File: src/rtl/core/rvc_pkg.sv
// Package for the rotary encoder volume control: widths, reset values,
// register indexes, the configuration struct and small helper functions.
// No dependencies.
package rvc_pkg;

	localparam int VolWidth   = 8;
	localparam int HoldWidth  = 11;
	localparam int TickWidth  = 10;
	localparam int ReqWidth   = 16;
	localparam int CfgIdxWidth  = 3;
	localparam int CfgDataWidth = 10;

	localparam logic [VolWidth-1:0]  VolumeReset   = 8'd50;
	localparam logic [VolWidth-1:0]  VolMinReset   = 8'd0;
	localparam logic [VolWidth-1:0]  VolMaxReset   = 8'd100;
	localparam logic [VolWidth-1:0]  VolStepReset  = 8'd5;
	localparam logic [TickWidth-1:0] RotHoldReset  = 10'd20;
	localparam logic [TickWidth-1:0] BtnHoldReset  = 10'd200;

	typedef enum logic [CfgIdxWidth-1:0] {
		REG_VOL_FLOOR = 3'd0,
		REG_VOL_CEIL  = 3'd1,
		REG_VOL_INCR  = 3'd2,
		REG_ROT_HOLD  = 3'd3,
		REG_BTN_HOLD  = 3'd4
	} reg_idx_t;

	typedef enum logic {
		CMD_TICK = 1'b0,
		CMD_SET  = 1'b1
	} cmd_t;

	typedef struct packed {
		logic [VolWidth-1:0]  vol_floor;
		logic [VolWidth-1:0]  vol_ceil;
		logic [VolWidth-1:0]  vol_incr;
		logic [TickWidth-1:0] rotation_hold_ticks;
		logic [TickWidth-1:0] button_hold_ticks;
	} cfg_t;

	// saturating add of a tick count onto the hold counter
	function automatic logic [HoldWidth-1:0] hold_add(
		input logic [HoldWidth-1:0] h,
		input logic [TickWidth-1:0] n
	);
		logic [HoldWidth:0] s;
		s = {1'b0, h} + (HoldWidth+1)'(n);
		hold_add = s[HoldWidth] ? {HoldWidth{1'b1}} : s[HoldWidth-1:0];
	endfunction

endpackage

File: src/rtl/core/rvc_if.sv
// Channel interfaces for the rotary encoder volume control: tick/command
// input, result output and configuration write channel. Depends on rvc_pkg.
interface rvc_in_if;
	logic                          valid;
	logic                          ready;
	logic                          cmd;
	logic                          level_a;
	logic                          level_b;
	logic                          level_button;
	logic signed [rvc_pkg::ReqWidth-1:0] req_volume;

	modport source (output valid, cmd, level_a, level_b, level_button, req_volume,
		input ready);
	modport sink (input valid, cmd, level_a, level_b, level_button, req_volume,
		output ready);
endinterface

interface rvc_out_if;
	logic                          valid;
	logic                          ready;
	logic [rvc_pkg::VolWidth-1:0]  volume;
	logic                          turn_event;
	logic                          button_press;

	modport source (output valid, volume, turn_event, button_press, input ready);
	modport sink (input valid, volume, turn_event, button_press, output ready);
endinterface

interface rvc_cfg_if;
	logic                              valid;
	logic                              ready;
	logic [rvc_pkg::CfgIdxWidth-1:0]   index;
	logic [rvc_pkg::CfgDataWidth-1:0]  data;

	modport source (output valid, index, data, input ready);
	modport sink (input valid, index, data, output ready);
endinterface

File: src/rtl/core/rvc_cfg_regs.sv
// Configuration register file for the volume control.
// Depends on rvc_pkg and rvc_cfg_if.
module rvc_cfg_regs (
	input  logic          clk,
	input  logic          arst_n,
	rvc_cfg_if.sink       cfg,
	output rvc_pkg::cfg_t regs
);
	import rvc_pkg::*;

	cfg_t regs_q;
	logic wr;

	assign cfg.ready = 1'b1;
	assign wr        = cfg.valid;
	assign regs      = regs_q;

	always_ff @(posedge clk or negedge arst_n) begin
		if (!arst_n) begin
			regs_q.vol_floor           <= VolMinReset;
			regs_q.vol_ceil            <= VolMaxReset;
			regs_q.vol_incr            <= VolStepReset;
			regs_q.rotation_hold_ticks <= RotHoldReset;
			regs_q.button_hold_ticks   <= BtnHoldReset;
		end else if (wr) begin
			// indexes past the list are dropped
			unique case (cfg.index)
				REG_VOL_FLOOR: regs_q.vol_floor <= cfg.data[VolWidth-1:0];
				REG_VOL_CEIL:  regs_q.vol_ceil  <= cfg.data[VolWidth-1:0];
				REG_VOL_INCR:  regs_q.vol_incr  <= cfg.data[VolWidth-1:0];
				REG_ROT_HOLD:  regs_q.rotation_hold_ticks <= cfg.data[TickWidth-1:0];
				REG_BTN_HOLD:  regs_q.button_hold_ticks   <= cfg.data[TickWidth-1:0];
				default: ;
			endcase
		end
	end

endmodule

File: src/rtl/core/rvc_core.sv
// Input register, single-pass decode/volume logic and result register.
// Depends on rvc_pkg, rvc_in_if and rvc_out_if.
module rvc_core (
	input  logic          clk,
	input  logic          arst_n,
	input  rvc_pkg::cfg_t regs,
	rvc_in_if.sink        items,
	rvc_out_if.source     results
);
	import rvc_pkg::*;

	// stage 1: captured transaction
	logic                        valid_s1;
	logic                        cmd_s1;
	logic                        a_s1;
	logic                        b_s1;
	logic                        btn_s1;
	logic signed [ReqWidth-1:0]  req_s1;

	// stage 2: result register
	logic                        valid_s2;
	logic [VolWidth-1:0]         vol_s2;
	logic                        turn_s2;
	logic                        press_s2;

	// block state
	logic [VolWidth-1:0]         volume_q;
	logic                        prev_a_q;
	logic                        prev_btn_q;
	logic [HoldWidth-1:0]        hold_q;

	logic                        out_free;
	logic                        fire;
	logic                        accept;

	logic [VolWidth-1:0]         vol_nxt;
	logic                        prev_a_nxt;
	logic                        prev_btn_nxt;
	logic [HoldWidth-1:0]        hold_nxt;
	logic [HoldWidth-1:0]        hold_dec;
	logic [HoldWidth-1:0]        hold_rot;
	logic                        turn_nxt;
	logic                        press_nxt;
	logic                        detent;
	logic                        btn_fall;

	logic signed [ReqWidth:0]    req_ext;
	logic signed [ReqWidth:0]    lo_ext;
	logic signed [ReqWidth:0]    hi_ext;
	logic signed [ReqWidth:0]    set_lo;
	logic [VolWidth-1:0]         set_vol;

	logic [VolWidth:0]           up_sum;
	logic signed [VolWidth+1:0]  dn_diff;
	logic [VolWidth-1:0]         turn_vol;

	assign out_free    = !valid_s2 || results.ready;
	assign fire        = valid_s1 && out_free;
	assign items.ready = !valid_s1 || out_free;
	assign accept      = items.valid && items.ready;

	// set command clamp: raise to floor, then lower to ceiling
	assign req_ext = {req_s1[ReqWidth-1], req_s1};
	assign lo_ext  = $signed({{(ReqWidth+1-VolWidth){1'b0}}, regs.vol_floor});
	assign hi_ext  = $signed({{(ReqWidth+1-VolWidth){1'b0}}, regs.vol_ceil});
	assign set_lo  = (req_ext < lo_ext) ? lo_ext : req_ext;
	assign set_vol = (set_lo > hi_ext) ? regs.vol_ceil : set_lo[VolWidth-1:0];

	// detent step, saturating at the limits
	assign up_sum  = {1'b0, volume_q} + {1'b0, regs.vol_incr};
	assign dn_diff = $signed({2'b00, volume_q}) - $signed({2'b00, regs.vol_incr});

	always_comb begin
		turn_vol = volume_q;
		if (b_s1 && (volume_q < regs.vol_ceil)) begin
			turn_vol = (up_sum > {1'b0, regs.vol_ceil}) ? regs.vol_ceil
				: up_sum[VolWidth-1:0];
		end else if (!b_s1 && (volume_q > regs.vol_floor)) begin
			turn_vol = (dn_diff < $signed({2'b00, regs.vol_floor})) ? regs.vol_floor
				: dn_diff[VolWidth-1:0];
		end
	end

	assign detent   = prev_a_q && !a_s1;
	assign btn_fall = prev_btn_q && !btn_s1;
	assign hold_dec = hold_q - HoldWidth'(1);
	assign hold_rot = detent ? hold_add(hold_q, regs.rotation_hold_ticks) : hold_q;

	always_comb begin
		vol_nxt      = volume_q;
		prev_a_nxt   = prev_a_q;
		prev_btn_nxt = prev_btn_q;
		hold_nxt     = hold_q;
		turn_nxt     = 1'b0;
		press_nxt    = 1'b0;
		if (cmd_s1 == CMD_SET) begin
			vol_nxt = set_vol;
		end else if (hold_q != '0) begin
			// count down; relatch levels on the last held tick
			hold_nxt = hold_dec;
			if (hold_dec == '0) begin
				prev_a_nxt   = a_s1;
				prev_btn_nxt = btn_s1;
			end
		end else begin
			turn_nxt     = detent;
			press_nxt    = btn_fall;
			vol_nxt      = detent ? turn_vol : volume_q;
			hold_nxt     = btn_fall ? hold_add(hold_rot, regs.button_hold_ticks) : hold_rot;
			prev_a_nxt   = a_s1;
			prev_btn_nxt = btn_s1;
		end
	end

	always_ff @(posedge clk or negedge arst_n) begin
		if (!arst_n) begin
			valid_s1   <= 1'b0;
			valid_s2   <= 1'b0;
			volume_q   <= VolumeReset;
			prev_a_q   <= 1'b1;
			prev_btn_q <= 1'b1;
			hold_q     <= '0;
		end else begin
			if (items.ready) begin
				valid_s1 <= items.valid;
			end
			if (out_free) begin
				valid_s2 <= valid_s1;
			end
			if (fire) begin
				volume_q   <= vol_nxt;
				prev_a_q   <= prev_a_nxt;
				prev_btn_q <= prev_btn_nxt;
				hold_q     <= hold_nxt;
			end
		end
	end

	always_ff @(posedge clk) begin
		if (accept) begin
			cmd_s1 <= items.cmd;
			a_s1   <= items.level_a;
			b_s1   <= items.level_b;
			btn_s1 <= items.level_button;
			req_s1 <= items.req_volume;
		end
		if (fire) begin
			vol_s2   <= vol_nxt;
			turn_s2  <= turn_nxt;
			press_s2 <= press_nxt;
		end
	end

	assign results.valid        = valid_s2;
	assign results.volume       = vol_s2;
	assign results.turn_event   = turn_s2;
	assign results.button_press = press_s2;

endmodule

File: src/rtl/core/rotary_encoder_volume_control.sv
// Top level of the rotary encoder volume control.
// Depends on rvc_pkg, rvc_if.sv, rvc_cfg_regs and rvc_core.
//
// Each input transaction is either a poll tick carrying sampled levels of
// encoder channels A and B and of the push button (idle high, pressed low),
// or a set command carrying a signed requested volume. Every input
// transaction yields exactly one result transaction with the volume after
// that item, a turn flag and a button-press flag. A falling edge of A while
// no hold is running is a detent: B high steps the volume up, B low steps it
// down, saturating at the volume floor / ceiling, and a rotation hold starts.
// A falling button edge in such a tick flags a press and adds a button hold.
// While a hold runs, ticks only count it down; on the tick it reaches zero,
// the stored previous levels take that tick's levels. A set command clamps
// the request (raised to the floor, then lowered to the ceiling, so the
// ceiling wins if the limits cross) and touches nothing but the volume.
// Timing: an accepted transaction lands in the input register, is resolved
// by one pass of combinational logic against the volume/hold state, and its
// result is registered. While results are taken, one transaction per clock
// sustained. The input side keeps accepting while a result waits, as long
// as the result register drains. Configuration writes are taken every cycle
// (ready tied high) and should only be issued while the block is idle.
module rotary_encoder_volume_control (
	input  logic      clk,
	input  logic      arst_n,
	rvc_cfg_if.sink   cfg,
	rvc_in_if.sink    items,
	rvc_out_if.source results
);
	import rvc_pkg::*;

	cfg_t regs;

	// register file: volume limits, step and hold lengths
	rvc_cfg_regs u_cfg_regs (
		.clk    (clk),
		.arst_n (arst_n),
		.cfg    (cfg),
		.regs   (regs)
	);

	// input register, decode and result register
	rvc_core u_core (
		.clk     (clk),
		.arst_n  (arst_n),
		.regs    (regs),
		.items   (items),
		.results (results)
	);

endmodule
File: src/flat_wrapper.sv
// flat-port wrapper written by rule: the top's interface ports become plain ports
module rotary_encoder_volume_control_flat import rvc_pkg::*;
  (clk, arst_n, cfg_valid, cfg_index, cfg_data, cfg_ready, items_valid, items_cmd, items_level_a, items_level_b, items_level_button, items_req_volume, items_ready, results_valid, results_volume, results_turn_event, results_button_press, results_ready);
  rvc_cfg_if cfg_i ();
  rvc_in_if items_i ();
  rvc_out_if results_i ();
  input  logic clk;
  input  logic arst_n;
  input wire logic [$bits(cfg_i.valid)-1:0] cfg_valid;
  input wire logic [$bits(cfg_i.index)-1:0] cfg_index;
  input wire logic [$bits(cfg_i.data)-1:0] cfg_data;
  output wire logic [$bits(cfg_i.ready)-1:0] cfg_ready;
  input wire logic [$bits(items_i.valid)-1:0] items_valid;
  input wire logic [$bits(items_i.cmd)-1:0] items_cmd;
  input wire logic [$bits(items_i.level_a)-1:0] items_level_a;
  input wire logic [$bits(items_i.level_b)-1:0] items_level_b;
  input wire logic [$bits(items_i.level_button)-1:0] items_level_button;
  input wire logic [$bits(items_i.req_volume)-1:0] items_req_volume;
  output wire logic [$bits(items_i.ready)-1:0] items_ready;
  output wire logic [$bits(results_i.valid)-1:0] results_valid;
  output wire logic [$bits(results_i.volume)-1:0] results_volume;
  output wire logic [$bits(results_i.turn_event)-1:0] results_turn_event;
  output wire logic [$bits(results_i.button_press)-1:0] results_button_press;
  input wire logic [$bits(results_i.ready)-1:0] results_ready;
  assign cfg_i.valid = cfg_valid;
  assign cfg_i.index = cfg_index;
  assign cfg_i.data = cfg_data;
  assign cfg_ready = cfg_i.ready;
  assign items_i.valid = items_valid;
  assign items_i.cmd = items_cmd;
  assign items_i.level_a = items_level_a;
  assign items_i.level_b = items_level_b;
  assign items_i.level_button = items_level_button;
  assign items_i.req_volume = items_req_volume;
  assign items_ready = items_i.ready;
  assign results_valid = results_i.valid;
  assign results_volume = results_i.volume;
  assign results_turn_event = results_i.turn_event;
  assign results_button_press = results_i.button_press;
  assign results_i.ready = results_ready;
  rotary_encoder_volume_control u_core (.clk(clk), .arst_n(arst_n), .cfg(cfg_i), .items(items_i), .results(results_i));
endmodule
File: config.mk
export PLATFORM = sky130hd
export DESIGN_NAME = rotary_encoder_volume_control_flat
export DESIGN_NICKNAME = d
export VERILOG_FILES = /design/src/rtl/core/rvc_pkg.sv /design/src/rtl/core/rvc_if.sv /design/src/rtl/core/rvc_cfg_regs.sv /design/src/rtl/core/rvc_core.sv /design/src/rtl/core/rotary_encoder_volume_control.sv /design/src/flat_wrapper.sv
export SDC_FILE = /design/constraint.sdc
export NUM_CORES = 1
export LEC_CHECK = 0
export ABC_AREA = 1
export BUFFER_PORTS_ARGS = -buffer_cell sky130_fd_sc_hd__buf_2
export CAP_MARGIN = 0
export CELL_PAD_IN_SITES_DETAIL_PLACEMENT = 0
export CELL_PAD_IN_SITES_GLOBAL_PLACEMENT = 1
export CORE_MARGIN = 2
export CORE_UTILIZATION = 28
export CTS_BUF_LIST = sky130_fd_sc_hd__clkbuf_4 sky130_fd_sc_hd__clkbuf_8 sky130_fd_sc_hd__clkbuf_16
export DETAILED_ROUTE_END_ITERATION = 12
export GPL_TIMING_DRIVEN = 0
export PLACE_DENSITY_LB_ADDON = 0.05
export SETUP_SLACK_MARGIN = 0.5
export SLEW_MARGIN = 5
export SYNTH_ARGS = -nofsm -noshare
export SYNTH_HDL_FRONTEND = slang
export SYNTH_HIERARCHICAL = 1
export SYNTH_SLANG_ARGS = --single-unit
File: constraint.sdc
create_clock -name clk -period 6.03 [get_ports clk]
set_clock_uncertainty 0.1 [all_clocks]
set_input_delay 0.603 -clock clk [delete_from_list [all_inputs] [get_ports clk]]
set_output_delay 0.603 -clock clk [all_outputs]
set_load 0.01 [all_outputs]
==> results_dict.tcl, run 1 <==
set metrics [dict create \
    die_area_um2 29200 \
    antennaDiodeCount 0 \
    setup_tns_ns 0 \
    portBuffers 49 \
    vias 6864 \
    async_flop_share_pct 69.1 \
    startpoint "u_core/u_cfg_regs/regs[41]" \
    cts_tree "built" \
    slew_violations 0 \
    sw_frac_of_total_pct 49.3 \
    worst_slack_ns 1.10 \
    fp-row-count 61 \
    ys_types 50 \
    totalWireLength_um 26100 \
    drc_errors 0 \
    critPathBufInv 5 \
    crit_path_cell_trace "inv_1 > ha_1 > a21oi_1 > o21ai_0 > nor3_1 > ha_1 > inv_2 > buf_2 > clkbuf_1 > o21ai_0 > ha_1 > nand2_1 > nor2_2 > nand4_1 > o2111ai_2 > nand3_1 > buf_6 > o21ai_0 > nand2_1 > nand2_2 > nand2_1 > nand2_1" \
    ys_seq_area_share_pct 33.3 \
    drt_iter0_markers 410 \
    synth_edf_count 30 \
    power_frac_clock_pct 15.8 \
    ys_warn_count 6 \
    antenna_left 0 \
    internal-power_mw 1.87 \
    crit_fanout 10 \
    post-place-ws_ns 1.14 \
    ir_drop_uv 163 \
    crit_slowest_cell "dfrtp_1" \
    r2r-start "u_core/u_cfg_regs/regs[41]" \
    hold_viol_final 0 \
    clk_pin_slew_ns 0.08 \
    clock.fmax_mhz 203 \
    cap_violations 0 \
    p_seq_share_pct 26.8 \
    p_leak_nw 4.38 \
    synth.avg_cell_area_um2 7.56 \
    design.core.area_um2 27600 \
    grt_setup_unrepaired "no" \
    clk_path_buf_depth 2 \
    cts_buffers 9 \
    clk_latency_ns 0.37 \
    wl_per_cell_um 17.7 \
    ys_seq_elements 97 \
    total_power_mw 3.69 \
    cp_data_arrival_time_ns 5.12 \
    pwr-share-comb_pct 57.4 \
    htreeDepth 3 \
    switching_power_mw 1.82 \
    slowest_delay_ns 0.48 \
    grt_pass1_vias 6801 \
    via_per_inst 4.65 \
    synth_area_um2 7800 \
    ys.flop_type "dfrtp_1" \
    pin_count 51 \
    power_density_nw_per_um2 417 \
    start_kind "flop" \
    layout-drive-gt1-share_pct 13.1 \
    track_usage_pct 18.8 \
    synth_nets 1157 \
    gp_congestion 0.852 \
    fp.dieW_um 171 \
    required_ns 6.22 \
    worstHoldPathType "in -> reg" \
    fin_nets 1219 \
    cpMostUsedCell "nand2_1" \
    grt_max_degree 59 \
    min_period_over_period_pct 81.7 \
    grt_pass1_wl_um 40800 \
    maxSlewHeadroom_pct 36.4 \
    die_y_um 171 \
    antenna_found_initial 0 \
    setup-violations-final 0 \
    crit_type "reg -> reg" \
    start_util_pct 28.2 \
    grt.overflow.total 0 \
    status "finished, final reports clean" \
    cts-root-buf "clkbuf_16" \
    tightest_slew_ns 0.953 \
    critPathTopFamily "simple AND/OR/NAND/NOR gates" \
    synthCells 1031 \
    endpoint_kind "flop" \
    min-delay-start "items_req_volume[3]" \
    clock-sinks 97 \
    cts_setup_buffers 0 \
    firstDrtPassIters 5 \
    area_delta_synth_final_pct 13.5 \
    min_period_ns 4.93 \
    dp_hpwl_um 21100 \
]
[routing by layer]
layer	part of all wire [%]	routed length (um)	global-route usage, %
met3	2.6	678	2.13
met1	53	13800	28.6
met5	0	0	0
met4	2.3	595	5.86
met2	42	11000	27.4
[logic make-up after synthesis]
| family | Yosys count | synth area share, % |
|---|---|---|
| simple gates | 516 | 29.5 |
| buf+inv | 147 | 7.86 |
| fa+ha+maj | 88 | 14.5 |
| other cells | 1 | 0.0481 |
| flops | 97 | 33.3 |
| compound gates | 151 | 11.3 |
| xor+xnor | 31 | 3.48 |
[worst paths after layout]
kind,to,slack (ns),cells after the start
worst max register to register,u_core/u_core/volume_q[2],1.10,22
worst max-delay path,u_core/u_core/volume_q[2],1.10,22
worst min register to register,u_core/u_core/prev_btn_q,0.38,2
max in group asynchronous,u_core/u_cfg_regs/regs[20],4.69,3
min in group asynchronous,u_core/u_core/results.valid,0.53,2
worst min-delay path,u_core/u_core/req_s1[3],0.31,1
[sequential cells by signal (all words and copies together), names as in the netlist]
register	count
u_core/u_cfg_regs/regs	44
u_core/u_core/cmd_s1	1
u_core/u_core/valid_s1	1
u_core/u_core/volume_q	8
u_core/u_core/btn_s1	1
u_core/u_core/prev_a_q	1
u_core/u_core/req_s1	16
u_core/u_core/results.volume	8
u_core/u_core/results.button_press	1
u_core/u_core/prev_btn_q	1
u_core/u_core/results.turn_event	1
u_core/u_core/hold_q	11
u_core/u_core/results.valid	1
u_core/u_core/a_s1	1
u_core/u_core/b_s1	1
[final cells by class]
type / count / area, um2
Buffer: 24 / 151
Tap cell: 378 / 473
Clock buffer: 9 / 225
Sequential cell: 97 / 2600
Timing Repair Buffer: 51 / 285
Multi-Input combinational cell: 787 / 4590
Clock inverter: 7 / 70.1
Fill cell: 3143 / 18800
Inverter: 123 / 462
[cell usage after synthesis (all sizes together) (5+ instances only)]
library cell,instances,area (um2)
buf,19,133
nor2,50,260
clkbuf,5,18.8
o21bai,5,37.5
o22ai,6,37.5
dfstp,15,394
o21ai,41,209
nand4,21,131
ha,84,1050
xnor2,6,52.6
nand3,98,510
xor2,25,219
nor3,8,51.3
dfrtp,52,1300
edfxtp,30,901
a21oi,72,368
inv,120,450
o211ai,10,88.8
nand2,332,1300
[worst register-to-register path: stages (launching register included)]
cell	delay, ns
dfrtp_1	0.48
inv_1	0.19
ha_1	0.35
a21oi_1	0.15
o21ai_0	0.13
nor3_1	0.22
ha_1	0.31
inv_2	0.07
buf_2	0.19
clkbuf_1	0.33
o21ai_0	0.19
ha_1	0.32
nand2_1	0.11
nor2_2	0.14
nand4_1	0.10
o2111ai_2	0.19
nand3_1	0.26
buf_6	0.23
o21ai_0	0.42
nand2_1	0.13
nand2_2	0.14
nand2_1	0.06
nand2_1	0.06
[per-stage QoR]
stage | cells | util, % | area [um2] | hold WS, ns
finish | 1476 | 32.0 | 8850 | 0.310
CTS | 1476 | 32.0 | 8850 | 0.294
detailed placement | 1459 | 30.9 | 8550 | 0.364
global placement | 1458 | 30.8 | 8520 | 0.365
global route | 1476 | 32.0 | 8850 | 0.291
floorplan | 1031 | - | 7800 | 0.207
[power by group through the flow]
stage                     Sequential (mW)  Clock, mW  Combinational [mW]
after detailed placement             1.01          0                2.11
final                               0.990      0.583                2.12
after floorplan                     0.919          0                1.56
after CTS                           0.997      0.610                2.13
after global placement               1.01          0                2.13
after global routing                 1.01      0.628                2.44
[layout by cell type (no fill, tap or decap), drive strengths merged]
cell,instances
dfrtp,52
fa,4
inv,124
dlygate4sd3,1
nor3,8
nand4,21
xor2,25
o21a,4
a31oi,2
o21bai,5
conb,1
a21boi,3
o41ai,1
o211ai,10
buf,69
or2,3
ha,84
a211oi,1
nand3,98
dfstp,15
clkbuf,14
edfxtp,30
clkinv,6
nor2,50
o2111ai,2
o21ai,41
nand3b,2
a22oi,2
o211a,1
o22ai,6
nand2,332
a21oi,72
xnor2,6
a21o,1
nor4,2
[what timing repair did]
action	in CTS	in global routing
endpoints found under the hold margin	8	0
resized for setup	0	0
hold buffers	1	0
(Power assumes the default switching activity.)
==> run 2: changes to the inputs <==
- clock period: 6.03 -> 5.03 ns (I/O delays scaled with it)
==> run 2 against run 1 <==
Net effect: via count is 0.20% higher; clock power is 20% higher; sequential power is 20% higher; total power is 21% higher; die area stayed put; non-clock buffer count is 3 higher; critical path type unchanged; largest power group unchanged.
==> results_dict.tcl, run 2 (synthesis results as in run 1) <==
set metrics [dict create \
    status "finished, final reports clean" \
    die_y_um 171 \
    mostFrequentLayoutCell "nand2_1" \
    antennaDiodeCount 0 \
    cts_tree "built" \
    grt_use_met2_pct 27.4 \
    grt.overflow.total 0 \
    start_util_pct 28.2 \
    portBuffers 49 \
    endpoint_kind "flop" \
    slew_violations 0 \
    cpMostUsedCell "nand2_1" \
    crit_type "reg -> reg" \
    p_leak_nw 4.41 \
    fin_nets 1222 \
    antenna_left 0 \
    start_kind "flop" \
    layout_common_cells "nand2_1 (313), inv_1 (114), nand3_1 (93), ha_1 (84), a21oi_1 (69)" \
    grt_max_degree 59 \
    grt_use_met3_pct 2.13 \
    clk_path_buf_depth 2 \
    drt_iter0_markers 436 \
    cp_data_arrival_time_ns 4.39 \
    clk_pin_slew_ns 0.08 \
    layout-drive-gt1-share_pct 15.2 \
    clock.fmax_mhz 238 \
    instances_no_fill 1479 \
    clk_latency_ns 0.37 \
    grt_pass1_vias 6801 \
    fp-row-count 61 \
    wl_per_cell_um 17.6 \
    top_usage_layer "met1" \
    worstHoldPathType "in -> reg" \
    cts_buffers 9 \
    vias 6878 \
    firstDrtPassIters 5 \
    crit_path_cell_trace "clkinvlp_4 > ha_1 > o21a_1 > o211ai_1 > a21oi_1 > nor3_1 > ha_1 > inv_2 > clkbuf_4 > clkbuf_4 > o21ai_0 > ha_1 > nand2_1 > nor2_2 > nand4_1 > o2111ai_2 > nand3_4 > buf_6 > o21ai_2 > nand2_1 > nand2_2 > nand2_1 > nand2_1" \
    drc_errors 0 \
    required_ns 5.23 \
    dp_hpwl_um 21100 \
    min_period_over_period_pct 83.4 \
    layout.area.seq_um2 2600 \
    critPathTopFamily "simple AND/OR/NAND/NOR gates" \
    cap_violations 0 \
    multi_input_area_um2 4640 \
    gp_congestion 0.852 \
    via_per_inst 4.65 \
    hold_viol_final 0 \
    grtUsageMet1_pct 28.6 \
    grt_setup_unrepaired "no" \
    placed_cells 1459 \
    crit_slowest_cell "dfrtp_2" \
    final_area_um2 8940 \
    ir_drop_uv 195 \
    area_delta_synth_final_pct 14.6 \
    slowest_delay_ns 0.43 \
    n_fill_cell 3141 \
    tightest_slew_ns 0.937 \
    clock-sinks 97 \
    die_area_um2 29200 \
    track_usage_pct 18.8 \
    power_density_nw_per_um2 498 \
    antenna_found_initial 0 \
    maxSlewHeadroom_pct 37.5 \
    setup-violations-final 0 \
    design.core.area_um2 27600 \
    critPathBufInv 5 \
    largest_register_ffs 44 \
    place_area_um2 8550 \
    crit_fanout 10 \
    fp.dieW_um 171 \
    grt_pass1_wl_um 40800 \
    totalWireLength_um 26100 \
    setup_tns_ns 0 \
    min_period_ns 4.20 \
    pin_count 51 \
    htreeDepth 3 \
    cts-root-buf "clkbuf_16" \
]
## run 2: cell types whose count changed in the layout (fill, tap and decap cells not counted), moves of 2 or more
cell and delta:
o21ai_0 -9, o21ai_2 +8, dfrtp_1 -5, dfrtp_2 +5, buf_4 +3, inv_1 -3
clkbuf_4 +2, inv_2 +2
## run 2: what timing repair did
item / 4_1_cts / 5_1_grt
pin swaps: 0 / 1
gates resized for setup: 11 / 22
hold buffers: 1 / 0
endpoints found under the hold margin: 8 / 0
gates cloned: 0 / 0
endpoints found under the setup margin: 16 / 26
setup buffers: 0 / 3
## run 2: through the flow
step                      power, mW  worst slack, ns  hold slack (ns)  util (%)
after global placement         3.76           0.0691            0.365      30.8
after floorplan                2.97             1.31            0.107         -
after detailed placement       3.74            0.138            0.264      30.9
final                          4.45            0.834            0.209      32.4
after global routing           4.91            0.517            0.191      32.4
after CTS                      4.48            0.511            0.194      32.1
## run 2: area by class of cell
| class | count | area share (%) |
|---|---|---|
| sequential | 97 | 29.1 |
| clock inverter | 7 | 0.784 |
| multi-input combinational | 787 | 51.9 |
| clock buffer | 9 | 2.52 |
| buffer | 24 | 1.76 |
| timing repair buffer | 54 | 3.44 |
| tap | 378 | 5.29 |
| inverter | 123 | 5.21 |
## run 2: final timing paths
kind / startpoint / to / slack [ns] / depth (start not counted)
setup / recovery: u_core/u_cfg_regs/regs[37] / u_core/u_core/volume_q[3] / 0.83 / 23
hold / removal: items_req_volume[3] / u_core/u_core/req_s1[3] / 0.21 / 1
setup reg to reg: u_core/u_cfg_regs/regs[37] / u_core/u_core/volume_q[3] / 0.83 / 23
hold reg to reg: u_core/u_core/prev_btn_q / u_core/u_core/prev_btn_q / 0.38 / 2
max in group asynchronous: arst_n / u_core/u_cfg_regs/regs[20] / 3.79 / 3
min in group asynchronous: arst_n / u_core/u_core/results.valid / 0.43 / 2
## run 2: routing by layer
metal | share of wire, % | wire, um
met5 | 0 | 0
met4 | 2.2 | 580
met3 | 2.4 | 625
met2 | 42 | 11000
met1 | 53 | 13900
## run 2: power by group
part	switching, mW	internal (mW)
Sequential	0.207	0.982
Combinational	1.64	0.924
Clock	0.349	0.351
Total	2.19	2.26
==> run 3: changes to the inputs <==
- ABC_AREA: 1 -> 0
- clock period: 5.03 -> 3.7 ns (I/O delays scaled with it)
==> run 3 against run 2 <==
Net effect: sequential cell count stayed put; the run now ends with negative setup slack left; first-iteration DRC count increased by 6.4%; clock power is 37% higher.
==> results_dict.tcl, run 3 <==
set metrics [dict create \
    status "finished with violations" \
    violations "negative setup slack" \
    sw_frac_of_total_pct 46.5 \
    slew_violations 0 \
    min_period_ns 4.48 \
    p_seq_share_pct 21.8 \
    grt_use_met2_pct 28.8 \
    synth.most_common_cell "ha_1" \
    slowest_delay_ns 0.54 \
    clock.fmax_mhz 223 \
    grt_max_degree 44 \
    design.core.area_um2 26200 \
    layout-drive-gt1-share_pct 37.5 \
    n_fill_cell 2578 \
    vias 6451 \
    pwr-share-comb_pct 66.2 \
    top_usage_layer "met1" \
    wl_per_cell_um 22.3 \
    cts-root-buf "clkbuf_16" \
    layout_common_cells "ha_1 (63), buf_2 (56), mux2_2 (51), nor2_1 (51), buf_4 (44)" \
    clock-sinks 97 \
    ys_seq_elements 97 \
    min_period_over_period_pct 121 \
    synth.area.top_cells "dfrtp_1 (17%), ha_1 (14%), edfxtp_1 (12%), mux2_2 (8.3%), dfstp_2 (5.3%)" \
    drc_errors 0 \
    crit_fanout 8 \
    crit_type "reg -> reg" \
    synthTopCellsByCount "ha_1 (84), mux2_2 (55), nor2_1 (54), o21ai_0 (54), dfrtp_1 (52)" \
    crit_path_cell_trace "ha_4 > a21o_1 > a21o_1 > a21o_1 > a21o_1 > a21o_1 > a31oi_1 > ha_1 > buf_8 > mux2_4 > ha_4 > or4_4 > a21oi_4 > a2111oi_4 > nor2_4 > buf_12 > mux2_4 > a22o_1" \
    track_usage_pct 19.4 \
    critPathBufInv 2 \
    fp-row-count 59 \
    ir_drop_uv 309 \
    ys_types 84 \
    total_power_mw 7.94 \
    clk_latency_ns 0.36 \
    ys_seq_area_share_pct 34.6 \
    layout.area.seq_um2 2610 \
    post-route-util_pct 37.4 \
    antennaDiodeCount 0 \
    power_density_nw_per_um2 810 \
    pin_count 51 \
    antenna_left 0 \
    multi_input_area_um2 5470 \
    critPathTopFamily "compound AO/OA/AOI/OAI gates" \
    worstHoldPathType "in -> reg" \
    ys_warn_count 6 \
    clk_path_buf_depth 2 \
    setup-violations-final 27 \
    cap_violations 0 \
    antenna_found_initial 0 \
    die_y_um 168 \
    gp_congestion 0.840 \
    grtUsageMet1_pct 29.7 \
    synth_area_um2 7500 \
    portBuffers 49 \
    internal-power_mw 4.25 \
    dp_hpwl_um 20200 \
    firstDrtPassIters 4 \
    placed_cells 1137 \
    area_delta_synth_final_pct 30.8 \
    fin_nets 991 \
    maxSlewHeadroom_pct 36.0 \
    worst_slack_ns -0.778 \
    cts_buffers 9 \
    netlist.area_leader.share_pct 17.4 \
    synthCells 752 \
    setup_tns_ns -12.00 \
    mostFrequentLayoutCell "ha_1" \
    power_frac_clock_pct 12.0 \
    grt_pass1_vias 6536 \
    synth.avg_cell_area_um2 9.97 \
    synth_nets 878 \
    crit_slowest_cell "or4_4" \
    synth_edf_count 30 \
    endpoint_kind "flop" \
    cts_tree "built" \
    ys.flop_type "dfrtp_1" \
    start_kind "flop" \
    cp_data_arrival_time_ns 4.48 \
    synth_top_area_cell "dfrtp_1" \
    grt_pass1_wl_um 40600 \
    hold_viol_final 0 \
    fp.dieW_um 168 \
    grt_use_met3_pct 2.53 \
    switching_power_mw 3.69 \
    via_per_inst 5.35 \
    start_util_pct 28.6 \
    required_ns 3.70 \
    async_flop_share_pct 69.1 \
    p_leak_nw 3.93 \
    htreeDepth 3 \
    tightest_slew_ns 0.960 \
    instances_no_fill 1205 \
    clk_pin_slew_ns 0.08 \
    grt_setup_unrepaired "yes" \
    final_area_um2 9800 \
    grt.overflow.total 0 \
    place_area_um2 8380 \
    largest_register_ffs 44 \
    die_area_um2 28100 \
    drt_iter0_markers 464 \
    totalWireLength_um 26900 \
    cpMostUsedCell "a21o_1" \
]
==> run 3: cells by family after synthesis <==
| kind of cell | count (synthesis) | synth area share, % |
|---|---|---|
| muxes | 72 | 10.6 |
| other | 1 | 0.0500 |
| DFF | 97 | 34.6 |
| buffers and inverters | 66 | 3.61 |
| xor gates and xnor gates | 23 | 2.69 |
| and+or+nand+nor | 197 | 14.2 |
| AOI/OAI and AO/OA | 208 | 19.2 |
| adders and majority gates | 88 | 15.1 |
==> run 3: power by group through the flow <==
stage	Clock, mW	Combinational [mW]	Sequential [mW]
floorplan	0	2.98	1.58
global placement	0	3.92	1.74
detailed placement	0	3.99	1.74
CTS	0.984	4.88	1.73
global route	1.03	5.72	1.76
finish	0.956	5.25	1.73
==> run 3: final cells by class <==
cell class	instances	share of cell area, %
Clock inverter	6	0.511
Sequential cell	97	26.6
Inverter	47	1.80
Timing Repair Buffer	102	7.43
Clock buffer	10	2.44
Buffer	19	1.08
Tap cell	335	4.28
Multi-Input combinational cell	589	55.8
==> run 3: stage by stage <==
step / hold slack (ns) / worst slack, ns
3_3_place_gp: 0.404 / -1.11
4_1_cts: 0.0693 / -0.815
2_1_floorplan: -0.0256 / -0.534
3_5_place_dp: 0.217 / -1.16
5_1_grt: 0.0612 / -0.924
6_report: 0.0787 / -0.778
==> run 3: layer usage <==
metal  part of all wire [%]  vias up  wire length, um
met3                    4.6       15             1230
li1                       -     3060                -
met5                      0        -                0
met4                    1.1        0              301
met1                     52     3213            14000
met2                     42      163            11400
==> run 3: final timing paths <==
kind                                    startpoint  cells after the start                               to  slack, ns
max in group asynchronous                   arst_n                      3       u_core/u_cfg_regs/regs[33]       2.48
min in group asynchronous                   arst_n                      2       u_core/u_cfg_regs/regs[17]       0.37
min                            items_req_volume[1]                      1          u_core/u_core/req_s1[1]       0.08
max reg2reg                u_core/u_core/req_s1[1]                     18  u_core/u_core/results.volume[6]      -0.78
max                        u_core/u_core/req_s1[1]                     18  u_core/u_core/results.volume[6]      -0.78
min reg2reg                   u_core/u_core/btn_s1                      1         u_core/u_core/prev_btn_q       0.43
==> run 3: what timing repair did <==
action / CTS / global route
gates resized for setup: 111 / 33
setup endpoints to repair: 27 / 27
pin swaps: 40 / 35
cloned: 0 / 0
endpoints found under the hold margin: 19 / 0
hold buffers: 1 / 0
setup buffers: 41 / 10
==> run 3: worst reg2reg max path, delay by kind of cell, from the launching register on <==
family,cells,cell delay (ns)
AO/OA/AOI/OAI,9,1.39
adder cells (fa/ha/maj),3,0.69
AND/OR/NAND/NOR,2,0.66
multiplexers,2,0.65
flip-flops,1,0.44
buffers and inverters,2,0.29
